`config.mk`:
```
export PLATFORM = sky130hd
export DESIGN_NAME = polled_bus_slave_responder
export DESIGN_NICKNAME = d
export VERILOG_FILES = /design/src/rtl/pbsr_pkg.sv /design/src/rtl/pbsr_front.sv /design/src/rtl/pbsr_queue.sv /design/src/rtl/pbsr_back.sv /design/src/rtl/polled_bus_slave_responder.sv
export SDC_FILE = /design/constraint.sdc
export NUM_CORES = 1
export LEC_CHECK = 0
export BUFFER_PORTS_ARGS = -buffer_cell sky130_fd_sc_hd__buf_4
export CORE_MARGIN = 2
export CORE_UTILIZATION = 55
export DETAILED_ROUTE_END_ITERATION = 12
export PLACE_DENSITY_LB_ADDON = 0.3
export SLEW_MARGIN = 20
export SYNTH_ARGS = -nofsm -noshare
export SYNTH_HDL_FRONTEND = slang
export SYNTH_HIERARCHICAL = 1
export SYNTH_SLANG_ARGS = --single-unit
```
`constraint.sdc`:
```
create_clock -name clk -period 8.85 [get_ports clk]
set_clock_uncertainty 0.2 [all_clocks]
set_input_delay 0.885 -clock clk [delete_from_list [all_inputs] [get_ports clk]]
set_output_delay 0.885 -clock clk [all_outputs]
set_load 0.02 [all_outputs]
```
`src/rtl/pbsr_pkg.sv`:
```
// Shared types and constants for the polled bus slave responder.
package pbsr_pkg;

	localparam int PACKET_BYTES_DEF = 16;
	localparam int QUEUE_DEPTH = 2;
	localparam int QPTR_W = $clog2(QUEUE_DEPTH);
	localparam int QCNT_W = $clog2(QUEUE_DEPTH + 1);

	localparam logic [1:0] KIND_ACK = 2'd0;
	localparam logic [1:0] KIND_PKT = 2'd1;
	localparam logic [1:0] KIND_CHK = 2'd2;
	localparam logic [1:0] KIND_STATUS = 2'd3;

	localparam logic [7:0] ACK_BYTE = 8'h20;
	localparam logic [4:0] ADDR_MASK_BITS = 5'h1F;
	localparam logic [1:0] CALL_ACK = 2'b00;
	localparam logic [1:0] CALL_INQ = 2'b10;

	localparam logic [2:0] REG_NODE_ADDRESS = 3'd0;

	typedef enum logic [1:0] {
		OP_LOAD,
		OP_ACK,
		OP_INQ
	} op_t;

	typedef struct packed {
		op_t        op;
		logic [7:0] data;
		logic       data_last;
	} cmd_t;

	typedef enum logic [1:0] {
		ST_IDLE,
		ST_SEND,
		ST_CHECK,
		ST_ACK2
	} st_t;

endpackage

```
`src/rtl/pbsr_front.sv`:
```
// Front stage: accepts bus characters and loads and turns them into commands.
module pbsr_front import pbsr_pkg::*; (
	input  logic       clk,
	input  logic       arst_n,
	input  logic [4:0] node_address,
	input  logic       in_valid,
	output logic       in_stall,
	input  logic       mode,
	input  logic [7:0] bus_char,
	input  logic       ninth_bit,
	input  logic       rx_error,
	input  logic [7:0] load_byte,
	input  logic       load_last,
	output logic       cmd_valid,
	output cmd_t       cmd,
	input  logic       q_full
);

	logic valid_s1;
	cmd_t cmd_s1;
	logic keep;
	cmd_t cmd_d;
	logic call_ok;

	// A call byte counts only when it is clean, has even parity and carries our address.
	assign call_ok = !rx_error && ninth_bit && !(^bus_char)
		&& ((bus_char[4:0] & ADDR_MASK_BITS) == node_address);

	always_comb begin
		cmd_d.data = load_byte;
		cmd_d.data_last = load_last;
		cmd_d.op = OP_LOAD;
		keep = 1'b0;
		if (mode) begin
			keep = 1'b1;
		end else if (call_ok && bus_char[6:5] == CALL_ACK) begin
			cmd_d.op = OP_ACK;
			keep = 1'b1;
		end else if (call_ok && bus_char[6:5] == CALL_INQ) begin
			cmd_d.op = OP_INQ;
			keep = 1'b1;
		end
	end

	assign in_stall = valid_s1 && q_full;
	assign cmd_valid = valid_s1;
	assign cmd = cmd_s1;

	always_ff @(posedge clk or negedge arst_n) begin
		if (!arst_n) begin
			valid_s1 <= 1'b0;
		end else if (!in_stall) begin
			valid_s1 <= in_valid && keep;
		end
	end

	always_ff @(posedge clk) begin
		if (!in_stall && in_valid) begin
			cmd_s1 <= cmd_d;
		end
	end

endmodule

```
`src/rtl/pbsr_queue.sv`:
```
// Short command queue between the front and back stages.
module pbsr_queue import pbsr_pkg::*; (
	input  logic clk,
	input  logic arst_n,
	input  logic push_valid,
	input  cmd_t push_cmd,
	output logic full,
	output logic head_valid,
	output cmd_t head_cmd,
	input  logic pop
);

	cmd_t entries [QUEUE_DEPTH];
	logic [QPTR_W-1:0] wr_ptr_q;
	logic [QPTR_W-1:0] rd_ptr_q;
	logic [QCNT_W-1:0] count_q;
	logic do_push;
	logic do_pop;

	assign full = (count_q == QCNT_W'(QUEUE_DEPTH));
	assign head_valid = (count_q != '0);
	assign head_cmd = entries[rd_ptr_q];
	assign do_push = push_valid && !full;
	assign do_pop = pop && head_valid;

	always_ff @(posedge clk or negedge arst_n) begin
		if (!arst_n) begin
			wr_ptr_q <= '0;
			rd_ptr_q <= '0;
			count_q <= '0;
		end else begin
			if (do_push) begin
				wr_ptr_q <= (wr_ptr_q == QPTR_W'(QUEUE_DEPTH - 1)) ? '0 : wr_ptr_q + 1'b1;
			end
			if (do_pop) begin
				rd_ptr_q <= (rd_ptr_q == QPTR_W'(QUEUE_DEPTH - 1)) ? '0 : rd_ptr_q + 1'b1;
			end
			if (do_push && !do_pop) begin
				count_q <= count_q + 1'b1;
			end else if (do_pop && !do_push) begin
				count_q <= count_q - 1'b1;
			end
		end
	end

	always_ff @(posedge clk) begin
		if (do_push) begin
			entries[wr_ptr_q] <= push_cmd;
		end
	end

endmodule

```
`src/rtl/pbsr_back.sv`:
```
// Back stage: packet buffer, check byte and the result sequencer.
module pbsr_back import pbsr_pkg::*; #(
	parameter int PACKET_BYTES = PACKET_BYTES_DEF
) (
	input  logic       clk,
	input  logic       arst_n,
	input  logic       cmd_valid,
	input  cmd_t       cmd,
	output logic       cmd_pop,
	output logic       out_valid,
	input  logic       out_stall,
	output logic [1:0] kind,
	output logic [7:0] tx_byte,
	output logic       last,
	output logic       load_refused,
	output logic       overflow
);

	localparam int LEN_W = $clog2(PACKET_BYTES + 1);
	localparam int ADDR_W = $clog2(PACKET_BYTES);

	st_t state_q, state_d;
	logic [7:0] mem [PACKET_BYTES];
	logic [7:0] rd_q;
	logic [LEN_W-1:0] len_q;
	logic [LEN_W-1:0] idx_q, idx_d;
	logic [7:0] chk_q;
	logic pending_q;

	logic out_valid_q;
	logic [1:0] kind_q;
	logic [7:0] tx_byte_q;
	logic last_q;
	logic refused_q;
	logic overflow_q;

	logic out_free;
	logic out_we;
	logic [1:0] kind_d;
	logic [7:0] tx_byte_d;
	logic last_d;
	logic refused_d;
	logic overflow_d;
	logic mem_we;
	logic rd_en;
	logic [ADDR_W-1:0] rd_addr;
	logic clear;
	logic set_pending;
	logic buf_full;

	assign out_free = !out_valid_q || !out_stall;
	assign buf_full = (len_q >= LEN_W'(PACKET_BYTES));

	always_comb begin
		state_d = state_q;
		idx_d = idx_q;
		cmd_pop = 1'b0;
		out_we = 1'b0;
		kind_d = KIND_STATUS;
		tx_byte_d = '0;
		last_d = 1'b0;
		refused_d = 1'b0;
		overflow_d = 1'b0;
		mem_we = 1'b0;
		rd_en = 1'b0;
		rd_addr = '0;
		clear = 1'b0;
		set_pending = 1'b0;
		unique case (state_q)
			ST_IDLE: begin
				if (cmd_valid && out_free) begin
					cmd_pop = 1'b1;
					unique case (cmd.op)
						OP_LOAD: begin
							out_we = 1'b1;
							kind_d = KIND_STATUS;
							last_d = 1'b1;
							refused_d = pending_q;
							overflow_d = !pending_q && buf_full;
							mem_we = !pending_q && !buf_full;
							set_pending = !pending_q && cmd.data_last;
						end
						OP_ACK: begin
							out_we = 1'b1;
							kind_d = KIND_ACK;
							tx_byte_d = ACK_BYTE;
							state_d = ST_ACK2;
							clear = pending_q;
						end
						OP_INQ: begin
							// A pending packet always holds at least one byte.
							if (pending_q) begin
								rd_en = 1'b1;
								rd_addr = '0;
								idx_d = LEN_W'(1);
								state_d = ST_SEND;
							end
						end
						default: begin
						end
					endcase
				end
			end
			ST_SEND: begin
				if (out_free) begin
					out_we = 1'b1;
					kind_d = KIND_PKT;
					tx_byte_d = rd_q;
					if (idx_q == len_q) begin
						state_d = ST_CHECK;
					end else begin
						rd_en = 1'b1;
						rd_addr = idx_q[ADDR_W-1:0];
						idx_d = idx_q + 1'b1;
					end
				end
			end
			ST_CHECK: begin
				if (out_free) begin
					out_we = 1'b1;
					kind_d = KIND_CHK;
					tx_byte_d = chk_q;
					last_d = 1'b1;
					clear = 1'b1;
					state_d = ST_IDLE;
				end
			end
			ST_ACK2: begin
				if (out_free) begin
					out_we = 1'b1;
					kind_d = KIND_ACK;
					tx_byte_d = ACK_BYTE;
					last_d = 1'b1;
					state_d = ST_IDLE;
				end
			end
			default: begin
				state_d = ST_IDLE;
			end
		endcase
	end

	always_ff @(posedge clk or negedge arst_n) begin
		if (!arst_n) begin
			state_q <= ST_IDLE;
			idx_q <= '0;
			len_q <= '0;
			chk_q <= '0;
			pending_q <= 1'b0;
			out_valid_q <= 1'b0;
		end else begin
			state_q <= state_d;
			idx_q <= idx_d;
			if (clear) begin
				len_q <= '0;
				chk_q <= '0;
				pending_q <= 1'b0;
			end else begin
				if (mem_we) begin
					len_q <= len_q + 1'b1;
					chk_q <= chk_q ^ cmd.data;
				end
				if (set_pending) begin
					pending_q <= 1'b1;
				end
			end
			if (out_we) begin
				out_valid_q <= 1'b1;
			end else if (!out_stall) begin
				out_valid_q <= 1'b0;
			end
		end
	end

	always_ff @(posedge clk) begin
		if (mem_we) begin
			mem[len_q[ADDR_W-1:0]] <= cmd.data;
		end
		if (rd_en) begin
			rd_q <= mem[rd_addr];
		end
	end

	always_ff @(posedge clk) begin
		if (out_we) begin
			kind_q <= kind_d;
			tx_byte_q <= tx_byte_d;
			last_q <= last_d;
			refused_q <= refused_d;
			overflow_q <= overflow_d;
		end
	end

	assign out_valid = out_valid_q;
	assign kind = kind_q;
	assign tx_byte = tx_byte_q;
	assign last = last_q;
	assign load_refused = refused_q;
	assign overflow = overflow_q;

endmodule

```
`src/rtl/polled_bus_slave_responder.sv`:
```
// A load or an acknowledge passes the front register, the queue and the result register; an inquiry
// also passes the packet-buffer read register. A load gives one status result, an acknowledge two
// acknowledge bytes, an inquiry a packet-buffer read setup, each packet byte, then the check byte.
// The back sequencer emits one result per cycle unless stalled; the front drops ignored characters.
// Reset clears node address, packet length, check byte, pending flag and all handshakes;
// the packet buffer is not cleared and holds garbage until loaded.
module polled_bus_slave_responder import pbsr_pkg::*; #(
	parameter int PACKET_BYTES = PACKET_BYTES_DEF
) (
	input  logic        clk,
	input  logic        arst_n,
	input  logic        psel,
	input  logic        penable,
	input  logic        pwrite,
	input  logic [2:0]  paddr,
	input  logic [31:0] pwdata,
	output logic [31:0] prdata,
	output logic        pready,
	input  logic        in_valid,
	output logic        in_stall,
	input  logic        mode,
	input  logic [7:0]  bus_char,
	input  logic        ninth_bit,
	input  logic        rx_error,
	input  logic [7:0]  load_byte,
	input  logic        load_last,
	output logic        out_valid,
	input  logic        out_stall,
	output logic [1:0]  kind,
	output logic [7:0]  tx_byte,
	output logic        last,
	output logic        load_refused,
	output logic        overflow
);

	logic [4:0] node_address_q;
	logic front_valid;
	cmd_t front_cmd;
	logic q_full;
	logic head_valid;
	cmd_t head_cmd;
	logic cmd_pop;

	assign pready = 1'b1;
	assign prdata = (paddr == REG_NODE_ADDRESS) ? {27'd0, node_address_q} : 32'd0;

	always_ff @(posedge clk or negedge arst_n) begin
		if (!arst_n) begin
			node_address_q <= '0;
		end else if (psel && penable && pwrite && pready && paddr == REG_NODE_ADDRESS) begin
			node_address_q <= pwdata[4:0];
		end
	end

	pbsr_front u_front (
		.clk          (clk),
		.arst_n       (arst_n),
		.node_address (node_address_q),
		.in_valid     (in_valid),
		.in_stall     (in_stall),
		.mode         (mode),
		.bus_char     (bus_char),
		.ninth_bit    (ninth_bit),
		.rx_error     (rx_error),
		.load_byte    (load_byte),
		.load_last    (load_last),
		.cmd_valid    (front_valid),
		.cmd          (front_cmd),
		.q_full       (q_full)
	);

	pbsr_queue u_queue (
		.clk        (clk),
		.arst_n     (arst_n),
		.push_valid (front_valid),
		.push_cmd   (front_cmd),
		.full       (q_full),
		.head_valid (head_valid),
		.head_cmd   (head_cmd),
		.pop        (cmd_pop)
	);

	pbsr_back #(
		.PACKET_BYTES (PACKET_BYTES)
	) u_back (
		.clk          (clk),
		.arst_n       (arst_n),
		.cmd_valid    (head_valid),
		.cmd          (head_cmd),
		.cmd_pop      (cmd_pop),
		.out_valid    (out_valid),
		.out_stall    (out_stall),
		.kind         (kind),
		.tx_byte      (tx_byte),
		.last         (last),
		.load_refused (load_refused),
		.overflow     (overflow)
	);

endmodule
```
==> results.sh <==
export IMPL_yosysMostFrequentCell="edfxtp_1"
export IMPL_fin_tns_setup_ps=0
export IMPL_synth_top_area_share_pct=59.7
export IMPL_avgSynthCellArea_um2=15.1
export IMPL_reg2reg_depth=6
export IMPL_port_buffers=54
export IMPL_antenna_diode_count=0
export IMPL_first_pass_iters=5
export IMPL_p_switching_uw=1080
export IMPL_pwr_share_comb_pct=28.9
export IMPL_cts_setup_buffers=0
export IMPL_fin_cells=895
export IMPL_path_buf_inv=0
export IMPL_reg2reg_to="u_back/rd_q[6]"
export IMPL_crit_required_ps=8900
export IMPL_fin_ws_ps=5090
export IMPL_dp_hpwl_mm=11.8
export IMPL_yosysTopAreaCell="edfxtp_1"
export IMPL_pwr_share_clk_pct=28.4
export IMPL_synthFlopType="edfxtp_1"
export IMPL_chipHeight_um=133
export IMPL_rrSetupSlack_ps=5090
export IMPL_clockBufferDepth=3
export IMPL_grtUsageMet2_pct=34.9
export IMPL_cp_common_cell="nand2_1"
export IMPL_seqPwrFrac_pct=42.7
export IMPL_outcome="finished, final reports clean"
export IMPL_syn_area_um2=9160
export IMPL_dieArea_um2=17700
export IMPL_p_per_area_nw_per_um2=324
export IMPL_fp_coreArea_um2=16400
export IMPL_cts_hold_buf=0
export IMPL_overflow=0
export IMPL_drcViolationCount=0
export IMPL_cts_tree="done"
export IMPL_slowest_delay_ps=860
export IMPL_post_place_ws_ps=5150
export IMPL_cp_max_fo=14
export IMPL_drt_iter0_markers=453
export IMPL_drv_cap=0
export IMPL_dp_cells=855
export IMPL_hold_path_class="input port to asynchronous set/reset pin"
export IMPL_drive_gt1_share_pct=25.9
export IMPL_grt_usage_pct=20.6
export IMPL_yosysWarnings=6
export IMPL_avgRoutedWirePerCell_um=20.4
export IMPL_antenna_left=0
export IMPL_start_util_pct=55.8
export IMPL_ys_seq_area_share_pct=68.4
export IMPL_seq_area_um2=6270
export IMPL_hold_viol_final=0
export IMPL_clk_root_buffer_cell="clkbuf_16"
export IMPL_worstSkewPairLatency_ps=500
export IMPL_setup_viol=0
export IMPL_report_final_slew_viol_count=0
export IMPL_critical_path_slowest_cell="a21oi_1"
export IMPL_slew_headroom_pct=22.8
export IMPL_synth_cell_type_count=53
export IMPL_ys_ff_latch=214
export IMPL_intPower_uw=2290
export IMPL_nNetsFinal=727
export IMPL_drt_vias_per_instance=5.81
export IMPL_worst_pin_slew_ps=1150
export IMPL_worstReg2RegStart="u_back/state_q[0]"
export IMPL_synthTopCellsByArea="edfxtp_1, dfrtp_1, mux2_2, mux2_4, buf_4"
export IMPL_vias=5201
export IMPL_grtUsageMet3_pct=3.91
export IMPL_numCtsBuffers=22
export IMPL_post_route_min_period_ps=3760
export IMPL_die_w_um=133
export IMPL_globalRoute_busiestLayer="met2"
export IMPL_synth_edf_count=182
export IMPL_areaGrowthSynthToFinish_pct=13.4
export IMPL_grt_pass1_wl_mm=28.2
export IMPL_ys_async_sr_fraction_pct=15.0
export IMPL_gp_congestion=0.813
export IMPL_nFillCells=1153
export IMPL_cp_top_family="compound AO/OA/AOI/OAI gates"
export IMPL_antenna_found_initial=0
export IMPL_clkSinkCount=214
export IMPL_worstPathCellList="nor2b_1, nand2_1, a21oi_1, nand2_1, o221a_1, a32o_1"
export IMPL_crit_type="register to register"
export IMPL_p_leak_uw=0.00379
export IMPL_min_period_over_period_pct=42.5
export IMPL_dpl_instance_area_um2=9610
export IMPL_grt_max_degree=38
export IMPL_clock_fmax_mhz=266
export IMPL_drt_wl_total_mm=18.2
export IMPL_cp_arrival_ps=3800
export IMPL_fin_area_um2=10400
export IMPL_switching_share_pct=32.0
export IMPL_ctsResizeCount=0
export IMPL_gr_usage_met1_pct=27.3
export IMPL_rsz0062_at_grt="no"
export IMPL_io_pins=110
export IMPL_multi_input_area_um2=2630
export IMPL_ir_drop_mv=0.176
export IMPL_grt_pass1_vias=5188
export IMPL_netlist_top_cells_count="edfxtp_1, nor2_1, mux2_2"
export IMPL_clk_pin_slew_worst_paths_ps=60
export IMPL_cp_start_kind="register"
export IMPL_htree_num_levels=1
export IMPL_synthCells=607
export IMPL_holdWs_ps=119
export IMPL_std_cell_rows=47
export IMPL_endpoint_kind="register"
[per-stage QoR]
step	power [µW]	utilization, %
2_1_floorplan	2130	-
3_3_place_gp	2390	58.6
3_5_place_dp	2420	58.6
4_1_cts	3380	63.2
5_1_grt	3510	63.3
6_report	3370	63.3
[placed cells by master, fill, tap and decap left out, types with 8 or more instances in the layout]
master / count
mux2_4: 15
xor2_1: 22
a22oi_1: 8
nor2_1: 53
buf_4: 58
dfrtp_1: 32
conb_1: 28
a21oi_1: 15
xnor2_1: 14
edfxtp_1: 182
mux2_2: 46
o221ai_1: 14
clkbuf_16: 23
nand2_1: 29
[kinds of logic after synthesis]
logic type	Yosys count	synth area share, %
multiplexers	64	8.44
other	2	0.0820
AO/OA/AOI/OAI	85	6.98
AND/OR/NAND/NOR	137	7.59
buffers and inverters	63	4.23
XOR/XNOR	36	3.44
adder cells (fa/ha/maj)	6	0.820
flip-flops	214	68.4
[state kept, by name, indices dropped and copies added (netlist names), 2 cells and up]
name,flops
u_back/idx_q,5
u_back/kind,2
u_back/state_q,2
u_back/mem,128
node_address_q,5
u_back/tx_byte,8
u_queue/entries,22
u_front/cmd,11
u_back/len_q,5
u_back/chk_q,8
u_queue/count_q,2
u_back/rd_q,8
[cell type report]
class                      instances  share of cell area (%)
sequential                       214                    60.3
multi-input combinational        356                    25.3
clock buffer                      26                    5.65
timing repair buffer              58                    4.19
tap                              220                    2.65
clock inverter                    14                    1.66
inverter                           7                   0.253
[how the worst max path moves through the flow]
stage	start	end	depth (start not counted)
finish	u_back/state_q[0]	u_back/rd_q[6]	6
global placement	out_stall	u_back/rd_q[6]	7
CTS	u_back/state_q[0]	u_back/rd_q[6]	6
detailed placement	out_stall	u_back/mem[2][4]	7
global route	u_back/state_q[0]	u_back/rd_q[6]	6
floorplan	out_stall	u_back/mem[1][0]	7
[power groups by stage]
stage               Sequential [µW]  Combinational [µW]  Clock, µW
global placement               1450                 938          0
floorplan                      1440                 684          0
detailed placement             1460                 962          0
finish                         1440                 974        957
global route                   1450                1050       1010
CTS                            1440                 970        971
[routing by layer]
metal	vias up	share of wire, %
li1	2344	-
met1	2601	40
met2	212	51
met3	44	6.8
met5	-	0
met4	0	2.7
Note: power is estimated with default switching activity, not from simulation.
